### config.mk
export PLATFORM = sky130hd
export DESIGN_NAME = rtba_ram
export DESIGN_NICKNAME = d
export VERILOG_FILES = /design/src/rtl/rtba_ram.sv
export SDC_FILE = /design/constraint.sdc
export NUM_CORES = 2
export LEC_CHECK = 0
export ABC_AREA = 1
export BUFFER_PORTS_ARGS = -buffer_cell sky130_fd_sc_hd__buf_2
export CAP_MARGIN = 0
export CORE_MARGIN = 1.5
export CORE_UTILIZATION = 37
export DETAILED_ROUTE_END_ITERATION = 12
export PLACE_DENSITY_LB_ADDON = 0.2
export SETUP_SLACK_MARGIN = 0.05
export SLEW_MARGIN = 20
export SYNTH_ARGS = -nofsm -noshare
export SYNTH_HDL_FRONTEND = slang
export SYNTH_SLANG_ARGS = --single-unit
### constraint.sdc
create_clock -name aclk -period 2.4 [get_ports aclk]
set_input_delay 0.12 -clock aclk [delete_from_list [all_inputs] [get_ports aclk]]
set_output_delay 0.12 -clock aclk [all_outputs]
set_load 0.02 [all_outputs]
### src/rtl/rtba_ram.sv
// Simple dual-port synchronous RAM, one write port and one registered read port.
module rtba_ram #(
    parameter int DEPTH = 256,
    parameter int WIDTH = 8
) (
    input  logic                                  aclk,
    input  logic                                  wr_en,
    input  logic [((DEPTH > 1) ? $clog2(DEPTH) : 1)-1:0] wr_addr,
    input  logic [WIDTH-1:0]                      wr_data,
    input  logic                                  rd_en,
    input  logic [((DEPTH > 1) ? $clog2(DEPTH) : 1)-1:0] rd_addr,
    output logic [WIDTH-1:0]                      rd_data
);

    logic [WIDTH-1:0] mem [DEPTH];
    logic [WIDTH-1:0] rd_data_reg;

    always_ff @(posedge aclk) begin
        if (wr_en) begin
            mem[wr_addr] <= wr_data;
        end
    end

    always_ff @(posedge aclk) begin
        if (rd_en) begin
            rd_data_reg <= mem[rd_addr];
        end
    end

    assign rd_data = rd_data_reg;

endmodule

==> metrics.txt <==
Core Region 224000 sq um; skew final 0.0318 ns; Post-synth EDFFs 2056; final RePlAce weighted congestion 0.877; Die Y 478 um; Worst Max-Slew Pin Slew 1.06 ns; fin util 43.8%; final worst-path cycle share 87.5%; Setup CP Type reg -> reg; sw frac 22.8%; Leak 0.0349 uW; Port-buffer cells 34; DRT iter0 DRCs 6087; Synth Register Bits 2056; final slew viol count 0; CTS max path bufs 3; Avg WL per Cell 23.8 um; Routed Wire Length 251000 um; met1 Track Usage GR 30.6%; post-route antenna net violation count 0; Setup WS post-layout 0.300 ns; largest net degree at the start of global routing 86; Period minus WS final 2.10 ns; Die Area 228000 sq um; DR vias/cell 5.26; ys flop type edfxtp_1; CP max stage cell edfxtp_1; GRT busiest layer met2; Post-synth top cells 2123 x nand2_1, 2056 x edfxtp_1, 2019 x nand3_1; P_int 60100 uW; IO Pins 35; first-pass GRT wire length 370000 um; Max FO, Critical Path 1; CP Launch Type flop; VDD IR max 833 uV; synthesized area 83500 sq um; Die W 478 um; synth warn 0; cell chosen for the clock root clkbuf_16; share of total power in the clock network 42.4%; Largest register FFs 2048; share of layout cells above drive strength 1 12.6%; GR Util met2 34.9%; Synthesized Nets 7030; synth top area cells edfxtp_1 74%, nand3_1 12%, nand2_1 9.5%; HP Class in -> reg; gr ovfl total 0; WP data arrival 2.70 ns; Final nets 7417; Reg power frac 50.9%; CP endpoint kind flop; # setup viols final 0; met3 Usage GRT 3.12%; vias in the first global route 53600; DRC viols 0; Hold Violations, Final 0; Synth cell types 13; post-synthesis cell count 7003; total CTS buffers 216; WP data required 3.00 ns; area grow syn2layout 17.8%; clock latency at the later pin of the worst-skew pair 0.86 ns; combinational share of power 6.7%; FMAX 476 MHz; post-synth top area share 74.0%; Initial Util 37.2%; Row Count 174; H-tree depth 4; syn avg cell area 11.9 sq um; detailed-route via count 55700; max incr delay on CP 0.36 ns; Final Cell Area 98300 sq um; Total GRT Usage 21.8%; sequential share of the synthesized area 74.0%; TritonCTS sink count 2056; TritonRoute pass-1 iters 6; # fillers 20600; HPWL after detailed placement 157000 um; switching power 17800 uW; area leader, netlist edfxtp_1; FFs w/ async S/R, synth 0%; Rel. slew slack 29.3%; total of max-cap violations 0; initial antenna violation count 9; placed cell area 91300 sq um; run status finished clean; Post-Place Setup Slack -0.225 ns; RSZ-0062 raised after global routing no; CTS tree done; Post-CTS Setup Bufs 0; cell repeated most along the worst path nand3_1; crit-path cells nand2_1 -> nand3_1 -> nand3_1 -> nand3_1 -> nand3_1 -> nand3_1 -> nand3_1 -> buf_4 -> nand2_1 -> nand2_1 -> nand2_1; PD cells 792 nW/um^2; CTS clk-pin slew, worst paths 0.06 ns; most common cell in the synthesized netlist nand2_1
## worst max-delay path: cells and delay by family (launching register included)
kind                   cells  cell delay (ns)
buffers and inverters      1             0.16
DFF                        1             0.36
and+or+nand+nor           10             1.33
## per-layer routing
layer | vias up | routed length (um)
li1 | 25700 | -
met1 | 27600 | 110000
met2 | 1938 | 118000
met3 | 375 | 15800
met4 | 2 | 7570
met5 | - | 13
## power groups by stage
| stage | Sequential, uW | Clock, uW | Combinational, uW |
|---|---|---|---|
| 2_1_floorplan | 40400 | 0 | 2440 |
| 3_3_place_gp | 40400 | 0 | 5190 |
| 3_5_place_dp | 40400 | 0 | 5200 |
| 4_1_cts | 39600 | 33600 | 5230 |
| 5_1_grt | 39600 | 35000 | 5600 |
| 6_report | 39600 | 33000 | 5200 |
## final timing paths
path	start	endpoint	slack [ns]	depth (start not counted)
worst min register to register	mem[200][4]$_DFFE_PP_	rd_data[4]$_DFFE_PP_	1.07	10
worst max-delay path	mem[105][5]$_DFFE_PP_	rd_data[5]$_DFFE_PP_	0.30	11
worst max register to register	mem[105][5]$_DFFE_PP_	rd_data[5]$_DFFE_PP_	0.30	11
worst min-delay path	wr_addr[3]	mem[197][5]$_DFFE_PP_	0.15	7
## area by class of cell
type                       count  area, sq um  share of cell area, %
sequential                  2056        61700                   62.8
tap                         2992         3740                   3.81
timing repair buffer         652         6540                   6.65
multi-input combinational   4425        19200                   19.5
clock buffer                 258         5580                   5.68
clock inverter               147         1370                   1.39
antenna                       10         25.0                 0.0254
inverter                      39          180                  0.183
## cell families (layout without fill, tap and decap cells)
| kind of cell | Yosys count | after routing | synth area share [%] |
|---|---|---|---|
| AND/OR/NAND/NOR | 4425 | 4425 | 22.9 |
| flip-flops | 2056 | 2056 | 74.0 |
| buffers and inverters | 522 | 1096 | 3.12 |
| other | 0 | 10 | 0 |
## metrics by stage
stage	TNS [ns]	power, uW	std cells	hold WS (ns)
global route	0	80200	10600	0.107
CTS	0	78500	10600	0.0733
floorplan	0	42800	7003	0.219
finish	0	77900	10600	0.149
global placement	-1.17	45600	10200	0.538
detailed placement	-1.03	45600	10200	0.536
## cell usage in the layout (no fill, tap or decap), types with 37 or more instances in the layout
| cell | netlist | routed |
|---|---|---|
| nor2_1 | 283 | 283 |
| nand3_1 | 2019 | 2019 |
| nand2_1 | 2123 | 2110 |
| buf_4 | 46 | 482 |
| clkinv_2 | 0 | 37 |
| edfxtp_1 | 2056 | 2056 |
| clkinv_1 | 0 | 71 |
| clkbuf_1 | 112 | 41 |
| clkbuf_16 | 0 | 217 |
| buf_12 | 0 | 127 |
## timing repair
item | in CTS | in global routing
hold endpoints to repair | 1301 | 0
hold buffers | 11 | 0
resized for setup | 0 | 0
Note: power is estimated with default switching activity, not from simulation.
